### config.mk
export PLATFORM = sky130hd
export DESIGN_NAME = hsv_skin_pixel_classifier
export DESIGN_NICKNAME = d
export VERILOG_FILES = /design/src/rtl/hsp_pkg.sv /design/src/rtl/hsp_front.sv /design/src/rtl/hsp_div_stage.sv /design/src/rtl/hsp_hue_cmp.sv /design/src/rtl/hsv_skin_pixel_classifier.sv
export VERILOG_INCLUDE_DIRS = /design/src /design/src/rtl
export SDC_FILE = /design/constraint.sdc
export NUM_CORES = 1
export LEC_CHECK = 0
export BUFFER_PORTS_ARGS = -buffer_cell sky130_fd_sc_hd__buf_2
export CAP_MARGIN = 0
export CORE_ASPECT_RATIO = 1.1
export CORE_MARGIN = 4
export CORE_UTILIZATION = 46
export CTS_CLUSTER_DIAMETER = 100
export CTS_CLUSTER_SIZE = 28
export DETAILED_ROUTE_END_ITERATION = 10
export SYNTH_ARGS = -nofsm -noshare
export SYNTH_HDL_FRONTEND = slang
export SYNTH_SLANG_ARGS = --single-unit
### constraint.sdc
create_clock -name clock -period 16.3 [get_ports clock]
set_input_delay 0.815 -clock clock [delete_from_list [all_inputs] [get_ports clock]]
set_output_delay 0.815 -clock clock [all_outputs]
set_load 0.02 [all_outputs]
### src/rtl/hsv_skin_pixel_classifier_assert.svh
// Assertion macros for the HSV skin pixel classifier.
// Used by the top level; expects signals named clock and reset in scope.
`ifndef HSV_SKIN_PIXEL_CLASSIFIER_ASSERT_SVH
`define HSV_SKIN_PIXEL_CLASSIFIER_ASSERT_SVH
`ifndef SYNTHESIS
`define HSP_ASSERT(label, prop) \
   label: assert property (@(posedge clock) disable iff (reset) prop) \
      else $error("hsv skin classifier check failed");
`define HSP_NEVER(label, cond) `HSP_ASSERT(label, !(cond))
`else
`define HSP_ASSERT(label, prop)
`define HSP_NEVER(label, cond)
`endif
`endif

### src/rtl/hsp_pkg.sv
// Shared types and constants of the HSV skin pixel classifier.
// No dependencies; imported by every module of the block.
package hsp_pkg;

   localparam int CHAN_W     = 8;
   localparam int QUOT_W     = 12;
   localparam int HUE_W      = 15;
   localparam int RANGE_W    = 14;
   localparam int SAT_W      = 9;
   localparam int CSR_DATA_W = 15;
   localparam int CSR_IDX_W  = 2;

   // Divider layout: twelve quotient bits, three per stage.
   localparam int DIV_STEPS  = 3;
   localparam int DIV_STAGES = QUOT_W / DIV_STEPS;

   localparam logic [HUE_W-1:0]  HUE_FULL   = 15'd23040;
   localparam logic [HUE_W-1:0]  HUE_HALF   = 15'd11520;
   localparam logic [HUE_W-1:0]  HUE_GREEN  = 15'd7680;
   localparam logic [HUE_W-1:0]  HUE_BLUE   = 15'd15360;
   localparam logic [QUOT_W-1:0] QUOT_MAX   = 12'd3840;

   localparam logic [HUE_W-1:0]   HUE_CENTER_RESET = 15'd1600;
   localparam logic [RANGE_W-1:0] HUE_RANGE_RESET  = 14'd2560;
   localparam logic [SAT_W-1:0]   SAT_MIN_RESET    = 9'd38;
   localparam logic [CHAN_W-1:0]  VAL_MIN_RESET    = 8'd26;

   localparam logic [CSR_IDX_W-1:0] CSR_HUE_CENTER = 2'd0;
   localparam logic [CSR_IDX_W-1:0] CSR_HUE_RANGE  = 2'd1;
   localparam logic [CSR_IDX_W-1:0] CSR_SAT_MIN    = 2'd2;
   localparam logic [CSR_IDX_W-1:0] CSR_VAL_MIN    = 2'd3;

   typedef enum logic [1:0] {
      SECTOR_RED,
      SECTOR_GREEN,
      SECTOR_BLUE
   } sector_type;

   typedef struct packed {
      sector_type sector;
      logic       neg;
      logic       zero_d;
      logic       sv_ok;
   } side_type;

   typedef struct packed {
      logic [CHAN_W-1:0] p;
      logic [QUOT_W-1:0] lq;
      logic [CHAN_W-1:0] d;
      side_type          side;
   } div_type;

endpackage

### src/rtl/hsp_front.sv
// Input stage: channel max/min, hue sector, divider operands, saturation and value tests.
// Depends on hsp_pkg.
module hsp_front (
   input  logic                         clock,
   input  logic                         reset,
   input  logic                         in_valid,
   output logic                         in_ready,
   input  logic [hsp_pkg::CHAN_W-1:0]   red,
   input  logic [hsp_pkg::CHAN_W-1:0]   green,
   input  logic [hsp_pkg::CHAN_W-1:0]   blue,
   input  logic [hsp_pkg::SAT_W-1:0]    sat_min,
   input  logic [hsp_pkg::CHAN_W-1:0]   val_min,
   output logic                         out_valid,
   input  logic                         out_ready,
   output hsp_pkg::div_type             out_data
);
   import hsp_pkg::*;

   logic              valid_ff;
   div_type           data_ff, data_in;
   logic [CHAN_W-1:0] mx, mn, mag;
   logic signed [CHAN_W:0] a;
   logic [CHAN_W:0]   mag9;
   logic [QUOT_W-1:0] m15;
   logic [16:0]       sat_lhs, sat_rhs;
   logic              sat_ok, val_ok;
   logic              load;

   assign load     = !valid_ff || out_ready;
   assign in_ready = load;

   always_comb begin
      mx = red;
      if (green > mx) mx = green;
      if (blue > mx) mx = blue;
      mn = red;
      if (green < mn) mn = green;
      if (blue < mn) mn = blue;

      // Ties go to red first, then green.
      if (mx == red) begin
         data_in.side.sector = SECTOR_RED;
         a = $signed({1'b0, green}) - $signed({1'b0, blue});
      end else if (mx == green) begin
         data_in.side.sector = SECTOR_GREEN;
         a = $signed({1'b0, blue}) - $signed({1'b0, red});
      end else begin
         data_in.side.sector = SECTOR_BLUE;
         a = $signed({1'b0, red}) - $signed({1'b0, green});
      end

      mag9 = a[CHAN_W] ? (CHAN_W+1)'(-a) : (CHAN_W+1)'(a);
      mag  = mag9[CHAN_W-1:0];
      // 3840 * mag = (15 * mag) << 8. The top eight bits start the remainder.
      m15  = {mag, 4'b0000} - {4'b0000, mag};

      data_in.p  = m15[QUOT_W-1:4];
      data_in.lq = {m15[3:0], 8'b0000_0000};
      data_in.d  = mx - mn;
      data_in.side.neg    = a[CHAN_W];
      data_in.side.zero_d = (mx == mn);

      sat_lhs = {1'b0, data_in.d, 8'b0000_0000};
      sat_rhs = 17'(sat_min) * 17'(mx);
      // A black pixel has zero saturation.
      sat_ok  = (mx == '0) ? (sat_min == '0) : (sat_lhs >= sat_rhs);
      val_ok  = (mx >= val_min);
      data_in.side.sv_ok = sat_ok && val_ok;
   end

   always_ff @(posedge clock) begin
      if (reset) begin
         valid_ff <= 1'b0;
      end else if (load) begin
         valid_ff <= in_valid;
      end
   end

   always_ff @(posedge clock) begin
      if (load && in_valid) begin
         data_ff <= data_in;
      end
   end

   assign out_valid = valid_ff;
   assign out_data  = data_ff;

endmodule

### src/rtl/hsp_div_stage.sv
// One divider stage: three restoring steps of the hue quotient, with its own register.
// Depends on hsp_pkg.
module hsp_div_stage (
   input  logic             clock,
   input  logic             reset,
   input  logic             in_valid,
   output logic             in_ready,
   input  hsp_pkg::div_type in_data,
   output logic             out_valid,
   input  logic             out_ready,
   output hsp_pkg::div_type out_data
);
   import hsp_pkg::*;

   logic            valid_ff;
   div_type         data_ff, data_in;
   logic [CHAN_W:0] t;
   logic            qbit;
   logic            load;

   assign load     = !valid_ff || out_ready;
   assign in_ready = load;

   // The remainder stays below the divisor; lq shifts numerator bits out
   // and quotient bits in.
   always_comb begin
      data_in = in_data;
      t       = '0;
      qbit    = 1'b0;
      for (int j = 0; j < DIV_STEPS; j++) begin
         t    = {data_in.p, data_in.lq[QUOT_W-1]};
         qbit = (t >= {1'b0, data_in.d});
         if (qbit) begin
            t = t - {1'b0, data_in.d};
         end
         data_in.p  = t[CHAN_W-1:0];
         data_in.lq = {data_in.lq[QUOT_W-2:0], qbit};
      end
   end

   always_ff @(posedge clock) begin
      if (reset) begin
         valid_ff <= 1'b0;
      end else if (load) begin
         valid_ff <= in_valid;
      end
   end

   always_ff @(posedge clock) begin
      if (load && in_valid) begin
         data_ff <= data_in;
      end
   end

   assign out_valid = valid_ff;
   assign out_data  = data_ff;

endmodule

### src/rtl/hsp_hue_cmp.sv
// Hue assembly, circular distance to the centre and the final skin decision (two stages).
// Depends on hsp_pkg.
module hsp_hue_cmp (
   input  logic                        clock,
   input  logic                        reset,
   input  logic                        in_valid,
   output logic                        in_ready,
   input  hsp_pkg::div_type            in_data,
   input  logic [hsp_pkg::HUE_W-1:0]   hue_center,
   input  logic [hsp_pkg::RANGE_W-1:0] hue_range,
   output logic                        out_valid,
   input  logic                        out_ready,
   output logic                        out_skin
);
   import hsp_pkg::*;

   logic                    a_valid_ff, b_valid_ff;
   logic signed [HUE_W:0]   diff_ff, diff_in;
   logic                    ok_ff;
   logic                    skin_ff, skin_in;
   logic                    a_load, b_load;
   logic [HUE_W-1:0]        q15, base, h, c, adh, fold;

   assign b_load   = !b_valid_ff || out_ready;
   assign a_load   = !a_valid_ff || b_load;
   assign in_ready = a_load;

   always_comb begin
      q15 = HUE_W'(in_data.lq);
      unique case (in_data.side.sector)
         SECTOR_RED:   base = in_data.side.neg ? HUE_FULL : '0;
         SECTOR_GREEN: base = HUE_GREEN;
         SECTOR_BLUE:  base = HUE_BLUE;
         default:      base = '0;
      endcase
      if (in_data.side.zero_d) begin
         h = '0;
      end else if (in_data.side.neg) begin
         h = base - q15;
      end else begin
         h = base + q15;
      end
      c       = (hue_center >= HUE_FULL) ? hue_center - HUE_FULL : hue_center;
      diff_in = $signed({1'b0, h}) - $signed({1'b0, c});
   end

   always_comb begin
      adh     = diff_ff[HUE_W] ? HUE_W'(-diff_ff) : diff_ff[HUE_W-1:0];
      fold    = (adh > HUE_HALF) ? HUE_FULL - adh : adh;
      skin_in = ok_ff && (fold <= {1'b0, hue_range});
   end

   always_ff @(posedge clock) begin
      if (reset) begin
         a_valid_ff <= 1'b0;
         b_valid_ff <= 1'b0;
      end else begin
         if (a_load) a_valid_ff <= in_valid;
         if (b_load) b_valid_ff <= a_valid_ff;
      end
   end

   always_ff @(posedge clock) begin
      if (a_load && in_valid) begin
         diff_ff <= diff_in;
         ok_ff   <= in_data.side.sv_ok;
      end
      if (b_load && a_valid_ff) begin
         skin_ff <= skin_in;
      end
   end

   assign out_valid = b_valid_ff;
   assign out_skin  = skin_ff;

endmodule

### src/rtl/hsv_skin_pixel_classifier.sv
// Top level of the HSV skin pixel classifier: threshold registers and the pipeline.
// Depends on hsp_pkg, hsp_front, hsp_div_stage, hsp_hue_cmp and the assertion header.
//
//   channel   direction   handshake            payload
//   req       in          req_valid/req_stall  req_red, req_green, req_blue
//   rsp       out         rsp_valid/rsp_stall  rsp_skin
//   csr       in          csr_write            csr_index, csr_data
//
// One pixel is taken per cycle while req_stall is low, and its flag reaches rsp_skin
// through seven register stages: an input stage, four divider stages (the twelve-bit
// hue quotient, three restoring steps each) and two compare stages.
// Reset clears every stage's valid bit and loads the default thresholds.
// A stall at the result side holds the last stage; earlier stages keep moving into
// empty slots, so req_stall rises only when every stage holds a request.
module hsv_skin_pixel_classifier (
   input  logic                            clock,
   input  logic                            reset,
   input  logic                            req_valid,
   output logic                            req_stall,
   input  logic [hsp_pkg::CHAN_W-1:0]      req_red,
   input  logic [hsp_pkg::CHAN_W-1:0]      req_green,
   input  logic [hsp_pkg::CHAN_W-1:0]      req_blue,
   output logic                            rsp_valid,
   input  logic                            rsp_stall,
   output logic                            rsp_skin,
   input  logic                            csr_write,
   input  logic [hsp_pkg::CSR_IDX_W-1:0]   csr_index,
   input  logic [hsp_pkg::CSR_DATA_W-1:0]  csr_data
);
   import hsp_pkg::*;

`include "hsv_skin_pixel_classifier_assert.svh"

   // Threshold registers. Software must write them only while the pipeline is empty;
   // the block itself does not enforce this. Every stage reads them directly.
   logic [HUE_W-1:0]   hue_center_ff, hue_center_in;
   logic [RANGE_W-1:0] hue_range_ff, hue_range_in;
   logic [SAT_W-1:0]   sat_min_ff, sat_min_in;
   logic [CHAN_W-1:0]  val_min_ff, val_min_in;

   always_comb begin
      hue_center_in = hue_center_ff;
      hue_range_in  = hue_range_ff;
      sat_min_in    = sat_min_ff;
      val_min_in    = val_min_ff;
      if (csr_write) begin
         unique case (csr_index)
            CSR_HUE_CENTER: hue_center_in = csr_data;
            CSR_HUE_RANGE:  hue_range_in  = csr_data[RANGE_W-1:0];
            CSR_SAT_MIN:    sat_min_in    = csr_data[SAT_W-1:0];
            CSR_VAL_MIN:    val_min_in    = csr_data[CHAN_W-1:0];
            default: begin
            end
         endcase
      end
   end

   always_ff @(posedge clock) begin
      if (reset) begin
         hue_center_ff <= HUE_CENTER_RESET;
         hue_range_ff  <= HUE_RANGE_RESET;
         sat_min_ff    <= SAT_MIN_RESET;
         val_min_ff    <= VAL_MIN_RESET;
      end else begin
         hue_center_ff <= hue_center_in;
         hue_range_ff  <= hue_range_in;
         sat_min_ff    <= sat_min_in;
         val_min_ff    <= val_min_in;
      end
   end

   // Slot 0 is the input stage; slot k is the output of divider stage k.
   logic [DIV_STAGES:0] div_valid;
   logic [DIV_STAGES:0] div_ready;
   div_type             div_data [DIV_STAGES+1];
   logic                front_ready;

   hsp_front u_front (
      .clock     (clock),
      .reset     (reset),
      .in_valid  (req_valid),
      .in_ready  (front_ready),
      .red       (req_red),
      .green     (req_green),
      .blue      (req_blue),
      .sat_min   (sat_min_ff),
      .val_min   (val_min_ff),
      .out_valid (div_valid[0]),
      .out_ready (div_ready[0]),
      .out_data  (div_data[0])
   );

   assign req_stall = !front_ready;

   for (genvar k = 0; k < DIV_STAGES; k++) begin : g_div
      hsp_div_stage u_div (
         .clock     (clock),
         .reset     (reset),
         .in_valid  (div_valid[k]),
         .in_ready  (div_ready[k]),
         .in_data   (div_data[k]),
         .out_valid (div_valid[k+1]),
         .out_ready (div_ready[k+1]),
         .out_data  (div_data[k+1])
      );
   end

   hsp_hue_cmp u_hue (
      .clock      (clock),
      .reset      (reset),
      .in_valid   (div_valid[DIV_STAGES]),
      .in_ready   (div_ready[DIV_STAGES]),
      .in_data    (div_data[DIV_STAGES]),
      .hue_center (hue_center_ff),
      .hue_range  (hue_range_ff),
      .out_valid  (rsp_valid),
      .out_ready  (!rsp_stall),
      .out_skin   (rsp_skin)
   );

   // Divider conditions that the checks below watch.
   logic rem_start_bad, rem_end_bad, quot_bad;

   assign rem_start_bad = div_valid[0] && !div_data[0].side.zero_d
                          && (div_data[0].p >= div_data[0].d);
   assign rem_end_bad   = div_valid[DIV_STAGES] && !div_data[DIV_STAGES].side.zero_d
                          && (div_data[DIV_STAGES].p >= div_data[DIV_STAGES].d);
   assign quot_bad      = div_valid[DIV_STAGES] && !div_data[DIV_STAGES].side.zero_d
                          && (div_data[DIV_STAGES].lq > QUOT_MAX);

   // A taken request always lands in the input stage.
   `HSP_ASSERT(a_accept_lands, (req_valid && !req_stall) |=> div_valid[0])
   // Back pressure reaches the input only when the divider is full.
   `HSP_ASSERT(a_stall_full, req_stall |-> (&div_valid))
   // The partial remainder starts below the divisor.
   `HSP_NEVER(a_rem_start, rem_start_bad)
   // The remainder still stays below the divisor after the last step.
   `HSP_NEVER(a_rem_end, rem_end_bad)
   // A sector offset never exceeds one sixth of the circle.
   `HSP_NEVER(a_quot_max, quot_bad)

endmodule
Word-level counts from Yosys, hierarchy flattened
Index checks and enable logic that the tools add are counted.
Storage, ports and cells
  logic and storage cells: 162
  output and inout port bits: 3
  flip-flop bits (word level): 195
  input port bits: 46
Operators by class
  reductions and logical operators: 33
  equal/unequal tests: 8
  mux-type cells: 27
  multipliers: 1
  order comparisons: 21
  add/subtract/negate cells: 23
Operators by type and width (count)
  $mux 8: 16
  $ge 9x8->1: 12
  $sub 8x8->8: 12
  $mux 15: 6
  $pmux 15 s3: 1
  $sub 8x8->9: 3
  $eq 8x8->1: 3
  $mux 9: 2
  $ge 16x17->1: 1
  $mul 9x8->17: 1
  $gt 8x8->1: 2
  $lt 8x8->1: 2
  $sub 15x15->16: 1
  $add 15x12->15: 1
  $ge 15x15->1 const B: 1
  $gt 15x14->1 const B: 1
  $le 15x14->1: 1
  $neg 15->15: 1
  $sub 15x12->15: 1
  $sub 15x15->15 const A: 1
  $sub 15x15->15 const B: 1
  $sub 12x8->12: 1
  $logic_and 1x1->1: 9
  $logic_not 1->1: 9
  11 further kinds: 24

Depth between registers and ports, before layout
  depth in word-level cells: 10
  mapped depth: 47
  depth with buffers taken out: 42

Cells and area by module
A second synthesis with hierarchy kept.
Second synthesis, totals
  cell total of the unflattened synthesis: 2273
  area, all modules: 21668.3 µm²
Modules (own cells, without submodules)
  hsp_front: area an instance 6690.2 µm², cells an instance 784, sequential area each 770.7 µm², instances 1
  hsp_div_stage (g_div[0].u_div ...): area an instance 2411.1 µm², cells an instance 215, sequential area each 1011.0 µm², instances 2
  hsp_hue_cmp: area an instance 3457.1 µm², cells an instance 452, sequential area each 580.6 µm², instances 1
  hsp_div_stage (g_div[2].u_div): area an instance 2442.3 µm², cells an instance 220, sequential area each 1011.0 µm², instances 1
  hsp_div_stage (g_div[3].u_div): area an instance 2352.3 µm², cells an instance 202, sequential area each 1011.0 µm², instances 1
  hsv_skin_pixel_classifier: area an instance 1904.3 µm², cells an instance 185, sequential area each 920.9 µm², instances 1

Worst setup path before layout
OpenSTA, ideal clock, no wires.
  kind: input -> register
  start point: in req_green[2] (netlist bit)
  end point: reg u_front.data_ff, in the netlist u_front.out_data[0] (data pin)
  library setup time: 255 ps
  slack: 7075 ps
  data arrival time: 8970 ps
  stages: 43
  required time: 16045 ps
  path through: inv_1 > ha_1 > a21oi_2 > a211oi_4 > or3_1 > buf_6 > a21oi_1 > ha_1 > and3_4 > a221o_1 > a22oi_2 > buf_4 > buf_8 > clkbuf_1 > nor2_1 > a21oi_1 > clkbuf_1 > nand2_1 > [7 not listed] > ha_1 > and2_1 > o21ai_0 > a21oi_1 > o21ai_0 > a21oi_1 > nand2b_1 > ha_1 > and4_1 > o2111ai_1 > a211o_1 > nand3_1 > a21o_1 > a21o_1 > a21oi_1 > nor4_1 > a31oi_1 > nor2_1
RTL lines
  from (decl): RTL line hsv_skin_pixel_classifier.sv:21  | input logic [hsp_pkg::CHAN_W-1:0] req_green,
  to (signal assigned): RTL line hsp_front.sv:81  | data_ff <= data_in;
  to (decl): RTL line hsp_front.sv:20  | div_type data_ff, data_in;

==> flow_summary_export.csv <==
group,metric,value,unit
cts,cts_max_level,4,
final_layout,drive_gt1_share,8.94,%
floorplanning,die_area,0.0441,mm2
synthesis,synth_most_common_cell,"inv_1",
synthesis,syn_nets,2423,
global_routing,grt_busiest_layer,"met2",
final_layout,fin_area,0.0202,mm2
synthesis,synthTopCellsByCount,"inv_1 (247), ha_1 (237), nand2_1 (193)",
drt,finalWirelength,42.3,mm
global_routing,track_usage,19.2,%
drt,vias,14400,
critical_path,crit_required,16.51,ns
placed_design,hpwl,34.2,mm
timing,setup_slack,6.09,ns
critical_path,critPathArrivalTime,10.42,ns
timing,final.setup_skew,0.0129,ns
flow_run,maxCapViolCount,0,
drt,first_pass_iters,5,
global_routing,grt_pass1_wl,70.0,mm
cts,numCtsBuffers,17,
floorplanning,initial_core_util,46.6,%
cts,clk_path_buf_depth,2,
timing,slew_viol_final,0,
synthesis,syn_avg_cell_area,9.00,um2
power,ir_drop,0.254,mV
power,leakagePower,8.88,nW
synthesis,post_synth_instance_area,0.0188,mm2
placed_design,postPlaceCellArea,0.0196,mm2
cts,worstSkewPairLatency,0.46,ns
timing,rsz0062_at_grt,"false",
global_routing,use_met2,34.9,%
synthesis,syn_inst,2086,
timing,final.period_utilization,62.6,%
drt,drtIter0Drc,600,
critical_path,end_kind,"flip-flop",
global_routing,grt_max_degree,54,
synthesis,synth_top_cell_area_share,22.7,%
synthesis,ys_types,96,
timing,layout_min_cycle_time,10.21,ns
floorplanning,dieWidth,201,um
floorplanning,top_level_ports,49,
synthesis,async_reset_ff_share,0,%
placed_design,dp_slack,5.62,ns
global_routing,overflow,0,
outcome,outcome,"completed",
timing,worst_pin_slew,1.08,ns
floorplanning,core_area,0.0403,mm2
global_routing,grtUsageMet3,1.80,%
final_layout,final_cells,2639,
floorplanning,die_y,220,um
synthesis,synth_top_area_cell,"edfxtp_1",
timing,slew_headroom,27.9,%
synthesis,synth_edf_count,142,
critical_path,critical_path_class,"input port to flip-flop",
drt,postRouteAntennaNets,0,
critical_path,cpPeakStageDelay,0.83,ns
placed_design,gp_congestion,0.886,
timing,fin_hold_ws,0.417,ns
global_routing,grt_pass1_vias,14300,
timing,setup_viol,0,
final_layout,syn2layout_area_growth,7.44,%
synthesis,synthFlopType,"edfxtp_1",
floorplanning,rows,77,
critical_path,slowest_stage,"a21oi_1",
drt,post_drt_wl_per_cell,16.0,um
cts,clk_transition_reported_paths,0.08,ns
critical_path,worstPathMaxFanout,20,
final_layout,n_antenna_cell,0,
global_routing,antenna_found_initial,0,
drt,via_per_inst,5.45,
synthesis,yosys_warnings,0,
cts,ctsHoldBuffers,0,
cts,cts_setup_buffers,0,
hold_path,hold_path_class,"flip-flop to flip-flop",
synthesis,ys_ff_latch,195,
cts,cts_tree,"done",
cts,cts_root_buf,"clkbuf_16",
cts,cts_resized,0,
global_routing,grtUsageMet1,24.4,%
timing,hold_viol,0,
placed_design,portBuffers,48,
timing,fmax,98.0,MHz
critical_path,start_kind,"input port",
power,powerDensity,239,mW/mm2
synthesis,synth_seq_area_share,28.4,%
cts,cts.sinks,195,
placed_design,dp_cells,2607,
drt,drc,0,
final_layout,nets,2450,
timing,finalSetupTns,0,ns
synthesis,synthTopCellsByArea,"edfxtp_1 (23%), ha_1 (16%), fa_1 (5.8%), dfxtp_1 (5.7%), inv_1 (4.9%)",
[path summary, 6_finish.rpt]
path              slack (ns)                                     to                                   from  depth (start not counted)
setup reg to reg        7.79  g_div[1].u_div.out_data[27]$_DFFE_PP_   g_div[0].u_div.out_data[6]$_DFFE_PP_                         34
hold reg to reg         0.42  g_div[3].u_div.out_data[21]$_DFFE_PP_  g_div[2].u_div.out_data[18]$_DFFE_PP_                          0
setup / recovery        6.09          u_front.out_data[0]$_DFFE_PP_                           req_green[1]                         40
hold / removal          0.42  g_div[3].u_div.out_data[21]$_DFFE_PP_  g_div[2].u_div.out_data[18]$_DFFE_PP_                          0
[where the power goes]
group,total (mW),switching [mW],internal (mW)
logic,3.54,1.83,1.71
registers,0.844,0.0520,0.792
clock network,0.431,0.219,0.212
total,4.82,2.10,2.71
[cell usage in the layout, fill, tap and decap left out, types with 7 or more instances in the layout]
cell       count
a211o_1       10
a21boi_0      11
a21o_1        51
a21oi_1      156
a31oi_1        7
and2_1        65
and3_1        12
buf_2         48
buf_4         17
clkbuf_16     17
dfxtp_1       53
edfxtp_1     142
fa_1          54
ha_1         237
inv_1        247
mux2_2        47
mux2i_1       28
nand2_1      193
nand2b_1      27
nand3_1       22
nand3b_1       8
nand4_1       19
nor2_1       131
nor2b_1       23
nor3_1        21
nor4_1        16
o21a_1        16
o21ai_0      105
o21bai_1      19
o31ai_1       12
or3_1          8
xnor2_1      103
xor2_1        71
[routing by layer]
metal / part of all wire (%) / wire [um] / vias to the layer above
met5: 0 / 0 / -
met4: 1.9 / 788 / 0
met3: 2.2 / 927 / 48
met2: 51 / 21400 / 192
met1: 45 / 19100 / 6844
li1: - / - / 7290
[state kept, by name, summed over array words and instances (netlist names)]
signal                 count
g_div.u_div.out_data      99
g_div.u_div.out_valid      4
hue_center_ff             15
hue_range_ff              14
sat_min_ff                 9
u_front.out_data          25
u_front.out_valid          1
u_hue.a_valid_ff           1
u_hue.diff_ff             16
u_hue.ok_ff                1
u_hue.out_skin             1
u_hue.out_valid            1
val_min_ff                 8
[cell families after synthesis]
group           count (synthesis)  synth area share, %
simple gates                  572                 14.8
flops                         195                 28.4
fa+ha+maj                     291                 21.6
buf+inv                       308                 6.37
xor+xnor                      176                 8.29
mux                            79                 4.61
compound gates                465                 15.9
[worst max-delay path, delay by kind of cell]
kind                     cells  cell delay, ns
AO/OA/AOI/OAI               14            3.45
adder cells (fa/ha/maj)      8            3.24
buffers and inverters        6            0.86
multiplexers                 1            0.29
AND/OR/NAND/NOR             11            1.75
[metrics by stage]
stage	total power [mW]	util [%]
after CTS	4.86	50.1
after global routing	5.32	50.1
after global placement	4.31	48.6
after detailed placement	4.39	48.6
final	4.82	50.1
after floorplan	3.72	-
[layout make-up]
type / instances / area, um2
fill: 3867 / 20100
inverter: 251 / 947
multi-input combinational: 1583 / 12300
sequential: 195 / 5330
tap: 513 / 642
timing repair buffer: 65 / 368
clock inverter: 15 / 184
clock buffer: 17 / 425
Note: power is estimated with default switching activity, not from simulation.
